===== src/ngp_pkg.sv =====
// shared types, constants and byte-level helpers for the nmea position parser
// no dependencies
package ngp_pkg;

	localparam int LineBytes  = 256;
	localparam int LenW       = $clog2(LineBytes);
	localparam int FieldSlots = 12;
	localparam int SlotW      = $clog2(FieldSlots);
	localparam int FldW       = 5;

	localparam logic [FldW-1:0] FldMax = 5'd31;
	localparam logic [23:0] DegCap     = 24'd9999999;
	localparam logic [29:0] Recip6     = 30'd715827883;
	localparam logic [31:0] LatLim     = 32'd900000000;
	localparam logic [31:0] LonLim     = 32'd1800000000;
	localparam logic [19:0] TimeoutRst = 20'd2000;

	localparam logic [7:0] ChLf     = 8'h0A;
	localparam logic [7:0] ChCr     = 8'h0D;
	localparam logic [7:0] ChDollar = 8'h24;
	localparam logic [7:0] ChPlus   = 8'h2B;
	localparam logic [7:0] ChComma  = 8'h2C;
	localparam logic [7:0] ChMinus  = 8'h2D;
	localparam logic [7:0] ChDot    = 8'h2E;
	localparam logic [7:0] Ch0      = 8'h30;
	localparam logic [7:0] Ch9      = 8'h39;
	localparam logic [7:0] ChA      = 8'h41;
	localparam logic [7:0] ChC      = 8'h43;
	localparam logic [7:0] ChG      = 8'h47;
	localparam logic [7:0] ChM      = 8'h4D;
	localparam logic [7:0] ChR      = 8'h52;
	localparam logic [7:0] ChS      = 8'h53;
	localparam logic [7:0] ChV      = 8'h56;
	localparam logic [7:0] ChW      = 8'h57;

	// event codes double as the reported sentence kind
	typedef enum logic [1:0] {
		EvGga  = 2'd0,
		EvRmc  = 2'd1,
		EvTick = 2'd2,
		EvNone = 2'd3
	} ev_t;

	typedef enum logic [1:0] {
		PhSign = 2'd0,
		PhInt  = 2'd1,
		PhFrac = 2'd2,
		PhStop = 2'd3
	} phase_t;

	// number accumulator: integer part kept as ipart/100 and two decimal digits
	typedef struct packed {
		logic        nonempty;
		logic [7:0]  first;
		phase_t      phase;
		logic        neg;
		logic [23:0] deg;
		logic [3:0]  tens;
		logic [3:0]  ones;
		logic [16:0] frac;
		logic [2:0]  fdig;
	} acc_t;

	typedef struct packed {
		ev_t         kind;
		logic        set_fix;
		logic        clr_fix;
		logic        set_pos;
		logic        set_alt;
		logic        set_sat;
		logic [7:0]  sat;
		logic [20:0] alt;
		logic [13:0] hdop;
		logic [31:0] lat_degp;
		logic [23:0] lat_q;
		logic        lat_neg;
		logic [31:0] lon_degp;
		logic [23:0] lon_q;
		logic        lon_neg;
	} cmd_t;

	typedef struct packed {
		logic [1:0]  kind;
		logic        fix;
		logic        fresh;
		logic [30:0] lat;
		logic [31:0] lon;
		logic [20:0] alt;
		logic [13:0] hdop;
		logic [7:0]  sat;
	} rep_t;

	function automatic logic [16:0] frac_weight(input logic [3:0] d, input logic [2:0] k);
		logic [16:0] w;
		unique case (k)
			3'd0:    w = 17'(d) * 17'd10000;
			3'd1:    w = 17'(d) * 17'd1000;
			3'd2:    w = 17'(d) * 17'd100;
			3'd3:    w = 17'(d) * 17'd10;
			default: w = 17'(d);
		endcase
		return w;
	endfunction

	function automatic acc_t acc_feed(input acc_t a, input logic [7:0] c);
		acc_t        r;
		logic        digit;
		logic [27:0] deg_w;
		r     = a;
		digit = (c >= Ch0) && (c <= Ch9);
		deg_w = 28'(a.deg) * 28'd10 + 28'(a.tens);
		if (!a.nonempty) begin
			r.nonempty = 1'b1;
			r.first    = c;
		end
		priority if (a.phase == PhSign && (c == ChPlus || c == ChMinus)) begin
			r.neg   = (c == ChMinus);
			r.phase = PhInt;
		end else if ((a.phase == PhSign || a.phase == PhInt) && digit) begin
			r.phase = PhInt;
			if (deg_w > 28'(DegCap)) begin
				r.deg  = DegCap;
				r.tens = 4'd9;
				r.ones = 4'd9;
			end else begin
				r.deg  = deg_w[23:0];
				r.tens = a.ones;
				r.ones = c[3:0];
			end
		end else if ((a.phase == PhSign || a.phase == PhInt) && c == ChDot) begin
			r.phase = PhFrac;
		end else if (a.phase == PhFrac && digit) begin
			if (a.fdig < 3'd5) begin
				r.frac = a.frac + frac_weight(c[3:0], a.fdig);
				r.fdig = a.fdig + 3'd1;
			end
		end else begin
			r.phase = PhStop;
		end
		return r;
	endfunction

endpackage


===== src/ngp_line.sv =====
// line framing, sentence type detection and per-field number accumulators
// depends on ngp_pkg
module ngp_line import ngp_pkg::*; (
	input  logic       clk,
	input  logic       arst_n,
	input  logic       en,
	input  logic       s1_valid,
	input  logic       s1_op,
	input  logic [7:0] s1_byte,
	output ev_t        ev,
	output acc_t       acc [FieldSlots]
);

	logic [LenW-1:0] len_q;
	logic            dollar_q;
	logic [FldW-1:0] fld_q;
	logic [15:0]     recent_q;
	logic            gga_q;
	logic            rmc_q;
	acc_t            acc_q [FieldSlots];

	logic clear;
	logic step;

	always_comb begin
		ev    = EvNone;
		clear = 1'b0;
		step  = 1'b0;
		if (s1_valid) begin
			if (s1_op) begin
				ev = EvTick;
			end else if (s1_byte == ChLf || s1_byte == ChCr) begin
				if (len_q != '0) begin
					clear = 1'b1;
					if (dollar_q && gga_q) begin
						ev = EvGga;
					end else if (dollar_q && rmc_q) begin
						ev = EvRmc;
					end
				end
			end else if (len_q < LenW'(LineBytes - 1)) begin
				step = 1'b1;
			end
		end
	end

	always_ff @(posedge clk or negedge arst_n) begin
		if (!arst_n) begin
			len_q    <= '0;
			dollar_q <= 1'b0;
			fld_q    <= '0;
			recent_q <= '0;
			gga_q    <= 1'b0;
			rmc_q    <= 1'b0;
			for (int i = 0; i < FieldSlots; i++) acc_q[i] <= '0;
		end else if (en) begin
			if (clear) begin
				len_q    <= '0;
				dollar_q <= 1'b0;
				fld_q    <= '0;
				recent_q <= '0;
				gga_q    <= 1'b0;
				rmc_q    <= 1'b0;
				for (int i = 0; i < FieldSlots; i++) acc_q[i] <= '0;
			end else if (step) begin
				len_q <= len_q + 1'b1;
				if (!dollar_q) begin
					dollar_q <= (s1_byte == ChDollar);
				end else begin
					if (recent_q == {ChG, ChG} && s1_byte == ChA) gga_q <= 1'b1;
					if (recent_q == {ChR, ChM} && s1_byte == ChC) rmc_q <= 1'b1;
					recent_q <= {recent_q[7:0], s1_byte};
					if (s1_byte == ChComma) begin
						if (fld_q < FldMax) fld_q <= fld_q + 1'b1;
					end else if (fld_q < FldW'(FieldSlots)) begin
						acc_q[fld_q[SlotW-1:0]] <= acc_feed(acc_q[fld_q[SlotW-1:0]], s1_byte);
					end
				end
			end
		end
	end

	assign acc = acc_q;

endmodule


===== src/ngp_conv.sv =====
// line-end decode: field selection, coordinate products, altitude and hdop rounding
// depends on ngp_pkg; registers its command into the second stage
module ngp_conv import ngp_pkg::*; (
	input  logic clk,
	input  logic arst_n,
	input  logic en,
	input  ev_t  ev,
	input  acc_t acc [FieldSlots],
	output cmd_t cmd_s2
);

	function automatic logic [6:0] rem_of(input acc_t a);
		return 7'(a.tens) * 7'd10 + 7'(a.ones);
	endfunction

	function automatic logic [31:0] deg_part(input acc_t a);
		logic [7:0] d8;
		d8 = (a.deg > 24'd255) ? 8'd255 : a.deg[7:0];
		return 32'(d8) * 32'd10000000;
	endfunction

	// minutes times 1e7/60, rounded: (min_e5 * 10 + 3) / 6 by reciprocal
	function automatic logic [23:0] min_part(input acc_t a);
		logic [23:0] me5;
		logic [26:0] x;
		logic [56:0] p;
		me5 = 24'(rem_of(a)) * 24'd100000 + 24'(a.frac);
		x   = 27'(me5) * 27'd10 + 27'd3;
		p   = 57'(x) * 57'(Recip6);
		return p[55:32];
	endfunction

	// magnitude in tenths, valid when the integer part is below 100000
	function automatic logic [19:0] tenths_mag(input acc_t a);
		logic [16:0] ip;
		logic [3:0]  r;
		ip = 17'(a.deg[9:0]) * 17'd100 + 17'(rem_of(a));
		r  = 4'd0;
		for (int k = 1; k <= 10; k++) begin
			if (a.frac >= 17'(k * 10000 - 5000)) r = r + 4'd1;
		end
		return 20'(ip) * 20'd10 + 20'(r);
	endfunction

	acc_t lat_a, lon_a;
	logic [7:0] lat_h, lon_h;
	cmd_t cmd;
	logic [19:0] alt_m, hdop_m;
	logic alt_big, hdop_big;
	logic fq_pos, fq_zero, all_pos;

	always_comb begin
		if (ev == EvGga) begin
			lat_a = acc[2];
			lat_h = acc[3].first;
			lon_a = acc[4];
			lon_h = acc[5].first;
		end else begin
			lat_a = acc[3];
			lat_h = acc[4].first;
			lon_a = acc[5];
			lon_h = acc[6].first;
		end

		alt_m    = tenths_mag(acc[9]);
		alt_big  = acc[9].deg >= 24'd1000;
		hdop_m   = tenths_mag(acc[8]);
		hdop_big = acc[8].deg >= 24'd1000;
		fq_zero  = (acc[6].deg == '0) && (acc[6].tens == '0) && (acc[6].ones == '0);
		fq_pos   = !acc[6].neg && !fq_zero;
		all_pos  = acc[2].nonempty && acc[3].nonempty && acc[4].nonempty && acc[5].nonempty;

		cmd          = '0;
		cmd.kind     = ev;
		cmd.lat_degp = deg_part(lat_a);
		cmd.lat_q    = min_part(lat_a);
		cmd.lat_neg  = lat_a.neg ^ (lat_h == ChS || lat_h == ChW);
		cmd.lon_degp = deg_part(lon_a);
		cmd.lon_q    = min_part(lon_a);
		cmd.lon_neg  = lon_a.neg ^ (lon_h == ChS || lon_h == ChW);

		// altitude, saturated to -100000..1000000 tenths
		if (!acc[9].nonempty) begin
			cmd.alt = '0;
		end else if (acc[9].neg) begin
			cmd.alt = (alt_big || alt_m > 20'd100000) ? (21'd0 - 21'd100000)
			                                           : (21'd0 - 21'(alt_m));
		end else begin
			cmd.alt = alt_big ? 21'd1000000 : 21'(alt_m);
		end

		// hdop, saturated to 0..9999
		if (!acc[8].nonempty) begin
			cmd.hdop = 14'd999;
		end else if (acc[8].neg) begin
			cmd.hdop = '0;
		end else begin
			cmd.hdop = (hdop_big || hdop_m > 20'd9999) ? 14'd9999 : hdop_m[13:0];
		end

		cmd.sat = (acc[7].deg != '0) ? 8'd99 : 8'(rem_of(acc[7]));

		unique case (ev)
			EvGga: begin
				cmd.set_sat = acc[7].nonempty && (!acc[7].neg
				              || (acc[7].deg == '0 && acc[7].tens == '0 && acc[7].ones == '0));
				if (acc[6].nonempty) begin
					if (fq_pos) begin
						cmd.set_fix = all_pos;
						cmd.set_pos = all_pos;
						cmd.set_alt = all_pos;
					end else if (fq_zero) begin
						cmd.clr_fix = 1'b1;
					end
				end
			end
			EvRmc: begin
				if (acc[2].nonempty) begin
					if (acc[2].first == ChA && acc[3].nonempty && acc[5].nonempty
					    && acc[4].nonempty && acc[6].nonempty) begin
						cmd.set_fix = 1'b1;
						cmd.set_pos = 1'b1;
					end else if (acc[2].first == ChV) begin
						cmd.clr_fix = 1'b1;
					end
				end
			end
			EvTick, EvNone: begin
			end
			default: begin
			end
		endcase
	end

	always_ff @(posedge clk or negedge arst_n) begin
		if (!arst_n) begin
			cmd_s2 <= '{kind: EvNone, default: '0};
		end else if (en) begin
			cmd_s2 <= cmd;
		end
	end

endmodule


===== src/ngp_update.sv =====
// stored position state, update age, freshness and the report word
// depends on ngp_pkg; fed by the command from ngp_conv
module ngp_update import ngp_pkg::*; (
	input  logic        clk,
	input  logic        arst_n,
	input  logic        en,
	input  cmd_t        cmd_s2,
	input  logic        cfg_we,
	input  logic [19:0] cfg_wdata,
	output logic        push,
	output rep_t        rep
);

	logic [19:0] timeout_q;
	logic        fix_q, ever_q;
	logic [30:0] lat_q;
	logic [31:0] lon_q;
	logic [20:0] alt_q;
	logic [13:0] hdop_q;
	logic [7:0]  sat_q;
	logic [31:0] age_q;

	logic        fix_n, ever_n;
	logic [30:0] lat_n;
	logic [31:0] lon_n;
	logic [20:0] alt_n;
	logic [13:0] hdop_n;
	logic [7:0]  sat_n;
	logic [31:0] age_n;
	logic [31:0] lat_mag, lon_mag, lat_c, lon_c;

	always_comb begin
		lat_mag = cmd_s2.lat_degp + 32'(cmd_s2.lat_q);
		lon_mag = cmd_s2.lon_degp + 32'(cmd_s2.lon_q);
		lat_c   = (lat_mag > LatLim) ? LatLim : lat_mag;
		lon_c   = (lon_mag > LonLim) ? LonLim : lon_mag;

		fix_n  = cmd_s2.set_fix ? 1'b1 : (cmd_s2.clr_fix ? 1'b0 : fix_q);
		lat_n  = cmd_s2.set_pos ? (cmd_s2.lat_neg ? 31'(32'd0 - lat_c) : lat_c[30:0]) : lat_q;
		lon_n  = cmd_s2.set_pos ? (cmd_s2.lon_neg ? (32'd0 - lon_c) : lon_c) : lon_q;
		alt_n  = cmd_s2.set_alt ? cmd_s2.alt : alt_q;
		hdop_n = cmd_s2.set_alt ? cmd_s2.hdop : hdop_q;
		sat_n  = cmd_s2.set_sat ? cmd_s2.sat : sat_q;
		ever_n = ever_q | cmd_s2.set_pos;
		if (cmd_s2.set_pos) begin
			age_n = '0;
		end else if (cmd_s2.kind == EvTick && age_q != '1) begin
			age_n = age_q + 32'd1;
		end else begin
			age_n = age_q;
		end

		push       = en && (cmd_s2.kind != EvNone);
		rep.kind   = cmd_s2.kind;
		rep.fix    = fix_n;
		rep.fresh  = fix_n && ever_n && (age_n <= 32'(timeout_q));
		rep.lat    = lat_n;
		rep.lon    = lon_n;
		rep.alt    = alt_n;
		rep.hdop   = hdop_n;
		rep.sat    = sat_n;
	end

	always_ff @(posedge clk or negedge arst_n) begin
		if (!arst_n) begin
			timeout_q <= TimeoutRst;
			fix_q     <= 1'b0;
			ever_q    <= 1'b0;
			lat_q     <= '0;
			lon_q     <= '0;
			alt_q     <= '0;
			hdop_q    <= '0;
			sat_q     <= 8'hFF;
			age_q     <= '0;
		end else begin
			if (cfg_we) timeout_q <= cfg_wdata;
			if (push) begin
				fix_q  <= fix_n;
				ever_q <= ever_n;
				lat_q  <= lat_n;
				lon_q  <= lon_n;
				alt_q  <= alt_n;
				hdop_q <= hdop_n;
				sat_q  <= sat_n;
				age_q  <= age_n;
			end
		end
	end

endmodule


===== src/nmea_gga_rmc_position_parser_top.sv =====
// top level of the nmea gga/rmc position parser: input register, stages, output skid
// depends on ngp_pkg, ngp_line, ngp_conv, ngp_update
//
// One request per cycle on the slave side: s_tuser[0] = 0 carries a received byte in
// s_tdata, s_tuser[0] = 1 is a time tick. A GGA or RMC line closed by CR or LF gives one
// report, a tick always gives one report, other bytes give none. Every report carries
// the stored fix, freshness, position (degrees x 1e7), altitude (dm), hdop (x10) and
// satellite count as they stand after the request. Throughput is one request per
// clock while s_tready is high. The input register takes a request at the accepting
// edge, then the line-end decode register (coordinate products) and the output
// register, which drives m_tvalid, follow. A two-entry output buffer keeps s_tready
// high while one report waits; s_tready drops only when both entries are full.
// Bytes past the 255th of a line are dropped. The user must write fix_timeout_ticks
// via cfg_we/cfg_wdata only while idle; the block does not enforce it.
module nmea_gga_rmc_position_parser_top import ngp_pkg::*; (
	input  logic         clk,
	input  logic         arst_n,
	input  logic         s_tvalid,
	output logic         s_tready,
	input  logic [7:0]   s_tdata,   // rx_byte
	input  logic [0:0]   s_tuser,   // operation
	output logic         m_tvalid,
	input  logic         m_tready,
	output logic [111:0] m_tdata,   // fix_flag, fix_fresh, latitude, longitude,
	                                // altitude_dm, hdop_tenths, satellites, zero pad
	output logic [1:0]   m_tuser,   // sentence_kind
	input  logic         cfg_we,
	input  logic [19:0]  cfg_wdata  // fix_timeout_ticks
);

	// pipeline up to the output buffer advances unless the skid entry is occupied
	logic en;
	logic s1_valid_s1, s1_op_s1;
	logic [7:0] s1_byte_s1;
	ev_t  ev;
	acc_t acc [FieldSlots];
	cmd_t cmd_s2;
	logic push;
	rep_t rep;
	logic out_valid_q, skid_valid_q;
	rep_t out_q, skid_q;
	logic pop;

	assign en       = !skid_valid_q;
	assign s_tready = en;
	assign pop      = out_valid_q && m_tready;

	// input register
	always_ff @(posedge clk or negedge arst_n) begin
		if (!arst_n) begin
			s1_valid_s1 <= 1'b0;
		end else if (en) begin
			s1_valid_s1 <= s_tvalid;
		end
	end

	always_ff @(posedge clk) begin
		if (en) begin
			s1_op_s1   <= s_tuser[0];
			s1_byte_s1 <= s_tdata;
		end
	end

	ngp_line u_line (
		.clk     (clk),
		.arst_n  (arst_n),
		.en      (en),
		.s1_valid(s1_valid_s1),
		.s1_op   (s1_op_s1),
		.s1_byte (s1_byte_s1),
		.ev      (ev),
		.acc     (acc)
	);

	ngp_conv u_conv (
		.clk   (clk),
		.arst_n(arst_n),
		.en    (en),
		.ev    (ev),
		.acc   (acc),
		.cmd_s2(cmd_s2)
	);

	ngp_update u_update (
		.clk      (clk),
		.arst_n   (arst_n),
		.en       (en),
		.cmd_s2   (cmd_s2),
		.cfg_we   (cfg_we),
		.cfg_wdata(cfg_wdata),
		.push     (push),
		.rep      (rep)
	);

	// output register plus skid entry
	always_ff @(posedge clk or negedge arst_n) begin
		if (!arst_n) begin
			out_valid_q  <= 1'b0;
			skid_valid_q <= 1'b0;
		end else begin
			if (pop) begin
				if (skid_valid_q) begin
					skid_valid_q <= 1'b0;
				end else begin
					out_valid_q <= push;
				end
			end else if (push) begin
				if (!out_valid_q) begin
					out_valid_q <= 1'b1;
				end else begin
					skid_valid_q <= 1'b1;
				end
			end
		end
	end

	always_ff @(posedge clk) begin
		if (pop && skid_valid_q) begin
			out_q <= skid_q;
		end else if (push && (pop || !out_valid_q)) begin
			out_q <= rep;
		end
		if (push && !pop && out_valid_q) begin
			skid_q <= rep;
		end
	end

	assign m_tvalid = out_valid_q;
	assign m_tuser  = out_q.kind;
	assign m_tdata  = {4'd0, out_q.sat, out_q.hdop, out_q.alt, out_q.lon, out_q.lat,
	                   out_q.fresh, out_q.fix};

	// the skid entry is only ever filled behind a waiting report
	assert property (@(posedge clk) disable iff (!arst_n) skid_valid_q |-> out_valid_q)
		else $error("skid entry holds data while output register is empty");

	// a report that meets a stalled output must land in the skid entry
	assert property (@(posedge clk) disable iff (!arst_n)
		(push && out_valid_q && !m_tready) |=> skid_valid_q)
		else $error("report lost against a stalled output");

	// satellite count stays within -1..99
	assert property (@(posedge clk) disable iff (!arst_n)
		m_tvalid |-> ($signed(out_q.sat) <= 8'sd99 && $signed(out_q.sat) >= -8'sd1))
		else $error("satellite count out of range");

	// hdop saturates at 9999
	assert property (@(posedge clk) disable iff (!arst_n)
		m_tvalid |-> (out_q.hdop <= 14'd9999))
		else $error("hdop above saturation limit");

endmodule


===== config.mk =====
export PLATFORM = sky130hd
export DESIGN_NAME = nmea_gga_rmc_position_parser_top
export DESIGN_NICKNAME = d
export VERILOG_FILES = /design/src/ngp_pkg.sv /design/src/ngp_line.sv /design/src/ngp_conv.sv /design/src/ngp_update.sv /design/src/nmea_gga_rmc_position_parser_top.sv
export SDC_FILE = /design/constraint.sdc
export NUM_CORES = 2
export LEC_CHECK = 0
export ABC_CLOCK_PERIOD_IN_PS = 23800
export BUFFER_PORTS_ARGS = -buffer_cell sky130_fd_sc_hd__buf_4
export CORE_UTILIZATION = 60
export DETAILED_ROUTE_END_ITERATION = 16
export MAX_ROUTING_LAYER = met4
export PLACE_DENSITY = 0.76
export SLEW_MARGIN = 15
export SYNTH_ARGS = -nofsm -noshare
export SYNTH_HDL_FRONTEND = slang
export SYNTH_SLANG_ARGS = --single-unit

===== constraint.sdc =====
create_clock -name clk -period 23.8 [get_ports clk]
set_clock_uncertainty 0.15 [all_clocks]
set_input_delay 1.19 -clock clk [delete_from_list [all_inputs] [get_ports clk]]
set_output_delay 1.19 -clock clk [all_outputs]
set_load 0.1 [all_outputs]

# Yosys cells after proc, flatten, opt, wreduce, memory -nomap -nowiden
# Cells that the tools add are included.
# op_classes
magnitude_cmp	38
n_bitwise	5
reduce_logical	76
multipliers	22
n_eq_ne	28
n_mux	161
n_addsub	42
# ops
cell	count
768-bit 2-to-1 mux	5
768-bit bitwise mux	1
52-bit 2-to-1 mux	7
64-bit binary-select mux with 4-bit select	1
64-bit demux with 4-bit select	1
32-bit 2-to-1 mux	7
110-bit 2-to-1 mux	2
64-bit 2-to-1 mux	3
17-bit 2-to-1 mux	11
17-bit by 16-bit greater-or-equal comparator with 1-bit output, second input constant	8
27-bit by 30-bit multiplier with 56-bit output, second input constant	2
53-bit 2-to-1 mux	2
17-bit greater-or-equal comparator, second input constant	6
20-bit 2-to-1 mux	5
31-bit 2-to-1 mux	3
21-bit 2-to-1 mux	4
4-bit 2-to-1 mux	19
17-bit case mux with 4 select lines	1
32-bit by 24-bit adder with 32-bit output	2
4-bit by 1-bit adder with 4-bit output, second input constant	16
8-bit by 7-bit equality test with 1-bit output, second input constant	8
8-bit 2-to-1 mux	8
14-bit 2-to-1 mux	4
27-bit by 2-bit adder with 27-bit output, second input constant	2
other kinds (80)	244
# totals
input_bits	34
register_bits	1342
wordCells	531
out_inout_bits	116

# Logic depth before layout (Yosys ltp)
# depth
word_depth	35
mapped_depth	79
mapped_depth_nobuf	75

# Modules after synthesis
# From an unflattened synthesis, not the netlist that was laid out.
# unflattened
hier_cells	11204
hier_area_um2	110068.1
# by_module_without_submodules
mod	instances	seq_area_each_um2	cells_per_inst	area_per_inst_um2
ngp_conv	1	3706.1	5109	45105.8
ngp_line	1	20019.2	3787	41109.4
ngp_update	1	4021.4	1938	15064.4
nmea_gga_rmc_position_parser_top	1	6951.7	370	8788.4

# Least setup slack after synthesis
# OpenSTA, ideal clock, no wires.
# synth_timing
kind	register -> register
startpoint	register s1_byte_s1[0]
endpoint	register u_conv.cmd_s2[10] (netlist name)
stages_incl_launch_ff	77
required_time_ns	23.517
setup_slack_ns	6.144
arrival_time_ns	17.373
synth_period_minus_slack_ns	17.656
path_cell_list	edfxtp_1 > clkbuf_1 > inv_1 > ha_1 > a22o_1 > nand3_1 > or2_2 > clkbuf_1 > nor2_1 > clkbuf_1 > clkbuf_1 > clkbuf_1 > nand2_1 > nand2_1 > ha_1 > ha_1 > ha_1 > nand2_1 > [... 41 more ...] > fa_1 > inv_1 > ha_1 > nand2_1 > nor2_1 > a41o_1 > a221o_1 > a211oi_1 > a21boi_0 > o21ai_0 > nand2b_1 > a31o_2 > and2_1 > o21a_1 > o21a_1 > nor2_1 > xor2_1 > o21ai_0
# synth_between
elab_chain_len	14
word_cells_on_any_way	15
classes_between	3 x add/sub; 4 x mul; 2 x eq/ne; 4 x mux; 2 x reduce/logical
# synth_rtl
element	line	text
start: declaration	nmea_gga_rmc_position_parser_top.sv:34	logic [7:0] s1_byte_s1;
start signal: assignment	nmea_gga_rmc_position_parser_top.sv:60	s1_byte_s1 <= s_tdata;
8-bit by 4-bit equality test with 1-bit output	ngp_line.sv:32	end else if (s1_byte == ChLf || s1_byte == ChCr) begin
1-bit logical OR *	ngp_line.sv:32	
2-bit 2-to-1 mux *	ngp_line.sv:32	
2-bit 2-to-1 mux *	ngp_line.sv:30	if (s1_op) begin
2-bit 2-to-1 mux *	ngp_line.sv:29	if (s1_valid) begin
2-bit zero test *	ngp_conv.sv:53	if (ev == EvGga) begin
53-bit 2-to-1 mux *	ngp_conv.sv:53	
4-bit by 3-bit multiplier with 6-bit output	ngp_conv.sv:13	return 7'(a.tens) * 7'd10 + 7'(a.ones);
7-bit by 4-bit adder with 7-bit output	ngp_conv.sv:13	
7-bit by 12-bit multiplier with 19-bit output	ngp_conv.sv:27	me5 = 24'(rem_of(a)) * 24'd100000 + 24'(a.frac);
24-bit by 17-bit adder with 24-bit output *	ngp_conv.sv:27	
24-bit by 3-bit multiplier with 26-bit output *	ngp_conv.sv:28	x = 27'(me5) * 27'd10 + 27'd3;
27-bit by 2-bit adder with 27-bit output *	ngp_conv.sv:28	
27-bit by 30-bit multiplier with 56-bit output *	ngp_conv.sv:29	p = 57'(x) * 57'(Recip6);
# Every way passes the cells marked *; elsewhere a longest branch is shown, timed or not.
# A chain may end at the register's enable or synchronous reset.

# Worst setup path after layout
# layout_timing
startpoint	register s1_byte_s1[2]
endpoint	register u_conv.cmd_s2[24] (netlist name)
# layout_between
elab_chain_len	14
word_cells_on_any_way	15
classes_between	3 x add/sub; 4 x mul; 2 x eq/ne; 4 x mux; 2 x reduce/logical
# layout_rtl
element	line
8-bit by 4-bit equality test with 1-bit output	ngp_line.sv:32
1-bit logical OR *	ngp_line.sv:32
2-bit 2-to-1 mux *	ngp_line.sv:32
2-bit 2-to-1 mux *	ngp_line.sv:30
2-bit 2-to-1 mux *	ngp_line.sv:29
2-bit zero test *	ngp_conv.sv:53
53-bit 2-to-1 mux *	ngp_conv.sv:53
4-bit by 3-bit multiplier with 6-bit output	ngp_conv.sv:13
7-bit by 4-bit adder with 7-bit output	ngp_conv.sv:13
7-bit by 12-bit multiplier with 19-bit output	ngp_conv.sv:27
24-bit by 17-bit adder with 24-bit output *	ngp_conv.sv:27
24-bit by 3-bit multiplier with 26-bit output *	ngp_conv.sv:28
27-bit by 2-bit adder with 27-bit output *	ngp_conv.sv:28
27-bit by 30-bit multiplier with 56-bit output *	ngp_conv.sv:29
# Marks and branches as above.

==> run metrics <==
sequential fraction of the synthesis area=33.3%; DR vias=81.4k; layout cells sized above 1=8.62%; clk sinks=between 1k and 1.5k; Worst Max-Slew Pin Slew=1290 ps; first-pass iteration count of the detailed router=6; GP Congestion=0.953; ys async rst share=a little over 80%; Mapped Avg Cell Area=9.68 um^2; ys flop type=dfrtp_1; PD cells=slightly below 60 nW/um^2; DPL Wire Length=218000 um; CTS-repair resized insts=0; core area=172000 um^2; synthesis-to-finish area growth=7.87%; first-pass GRT wire length=461000 um; WP buf/inv=9; TNS Setup=0 ps; CTS tree=built; Post-Syn Instances=10.8k; Slew Limit Headroom=13.5%; number of I/O pins=150; postcts setup bufs=0; unrepaired setup endpoints after global routing=no; count of final max-slew check failures=0; CTS Buffer Depth=3; CP required=24310 ps; Crit Path Max Fanout=37; Distinct cells, synth=between 100 and 150; initial drt markers=7451; min-delay worst type=in -> async; largest net degree at the start of global routing=159; leading cell type in the layout, fill and taps excluded=nand2_1; post-synthesis register bit count=1340; Yosys warning total=0; Post-synth EDFFs=around 230; Setup Crit Path Kind=reg -> reg; CP Launch Point=s1_byte_s1[2]; nets@finish=12.3k; H-Tree Depth=4; period utilisation layout=between 80% and 90%; Setup crit end kind=flop; most frequent cells in the layout=1364 x nand2_1, 1140 x inv_1, 1130 x ha_1; GRT Total Usage=34.7%; initial core utilization=60.6%; CTS buffer count=145; vias in the first global route=81.5k; Final Hold Viols=0; clk_lat worst skew=830 ps; Worst Setup Start Kind=flop; worst vdd ir=0.0000732 V; timing-limited maximum frequency=between 50 and 60 MHz; antenna violations before repair=5; Critical R2R Capture=u_conv.cmd_s2[24]; outcome=finished clean; Vias per Instance=roughly 6.2; LEAKAGE=55.0 nW; WL final=295000 um; Buffers on Ports=between 100 and 150; R2R Setup Slk=approximately 3900 ps; biggest cell delay along the critical path=790 ps; Top delay family on crit path=adder cells; root buf cell=clkbuf_16; Die Wd=419 um; CTS clk-pin slew, worst paths=60 ps; Synth Cell Area=between 100000 and 150000 um^2; launch point of the worst reg-to-reg path=s1_byte_s1[2]; remaining antenna violation count=0; Rows=152; Worst path most repeated cell=ha_1; Slowest-stage cell, CP=fa_1; endpoints failing setup=0; DR DRC count=0; Max-cap violations=0; total gr overflow=0; chip height=~420 um; Tmin final=19940 ps; Hold-fix buffers, CTS=0; CP Data Arrival Time=20450 ps; total power=~0.0067 W; Avg WL per Cell=between 20 and 25 um; die area=176000 um^2; Reg2Reg Depth=72
-- worst max-delay path by stage --
| stage | end | slack [ps] | cells after the start |
|---|---|---|---|
| 2_1_floorplan | u_conv.cmd_s2[10] | 6140 | 76 |
| 3_5_place_dp | u_conv.cmd_s2[24] | 3970 | 72 |
| 3_3_place_gp | u_conv.cmd_s2[24] | 4450 | 72 |
| 6_report | u_conv.cmd_s2[24] | 3860 | 72 |
| 5_1_grt | u_conv.cmd_s2[24] | 2430 | 72 |
| 4_1_cts | u_conv.cmd_s2[24] | 3920 | 72 |
-- registers in the layout, summed over array words and instances, names as in the netlist, 2 cells and up --
name / flops
u_update.lon_q: 32
u_update.timeout_q: 20
u_line.recent_q: 16
s1_byte_s1: 8
u_update.alt_q: 21
u_line.len_q: 8
m_tuser: 2
u_update.hdop_q: 14
skid_q: 110
u_line.acc: 768
u_conv.cmd_s2: 148
u_update.lat_q: 31
u_update.age_q: 32
m_tdata: 108
u_line.fld_q: 5
u_update.sat_q: 8
-- per-layer routing --
metal	vias up	GRT usage (%)	wire length, um
met5	-	-	0
met4	0	14.0	13500
met3	746	7.71	25800
met2	3219	53.6	135000
met1	40088	44.2	120000
li1	37323	-	-
-- stage by stage --
| stage | utilization (%) | instance area (um^2) | setup WS, ps | instances | hold slack [ps] |
|---|---|---|---|---|---|
| after global routing | 65.4 | 113000 | 2430 | 13132 | 105 |
| after floorplan | - | 104000 | 6140 | 10782 | 285 |
| after CTS | 65.4 | 112000 | 3920 | 13128 | 320 |
| after detailed placement | 62.5 | 108000 | 3970 | 12863 | 305 |
| after global placement | 62.5 | 108000 | 4450 | 12863 | 303 |
| final | 65.4 | 113000 | 3860 | 13133 | 98.8 |
-- power breakdown --
part | switching [W] | internal [W]
Clock | 0.000992 | 0.00133
Sequential | 0.000108 | 0.00258
Combinational | 0.00126 | 0.000429
Total | 0.00236 | 0.00434
-- worst register-to-register path, delay by kind of cell (launching register included) --
family                   cells  cell delay [ps]
AO/OA/AOI/OAI               19             4960
flip-flops                   1              630
XOR/XNOR                     8             1720
AND/OR/NAND/NOR             17             3220
buffers and inverters        9             1460
adder cells (fa/ha/maj)     19             7670
-- cell usage after synthesis (58+ instances only) --
cell type  number  area (um^2)
o21a_1         67          503
fa_1          478         9570
a21o_1        147         1100
a22o_1        254         2220
nor2b_1        71          444
dfrtp_1      1095        27400
xor2_1        222         1940
nor2_1        505         1900
xnor2_1       328         2870
o31ai_1        91          683
nor3_1        130          651
clkbuf_1      413         1550
a21oi_1       468         2340
o21ai_0       941         4710
nand3_1       196          981
edfxtp_1      229         6880
and3_1         58          363
ha_1         1130        14100
nand4_1        63          394
nor4_1         67          419
mux2i_1       160         1600
inv_1        1141         4280
mux4_2        191         4300
nand2_1      1373         5150
mux2_2        106         1190
-- kinds of logic after synthesis --
logic type                 synth area share (%)
and+or+nand+nor                            11.8
AOI/OAI and AO/OA                          14.6
buffers and inverters                      5.98
adders and majority gates                  22.7
DFF                                        33.3
xor gates and xnor gates                   4.77
muxes                                      6.86
other                                   0.00359
-- final cells by class --
class                      instances  area, um^2
multi-input combinational       7800       63700
fill                           13549       59600
sequential                      1340       34700
inverter                        1143        4290
clock buffer                     213        4210
tap                             2310        2890
timing repair buffer             271        2100
clock inverter                    52         668
antenna                            4        10.0
(Power assumes the default switching activity.)
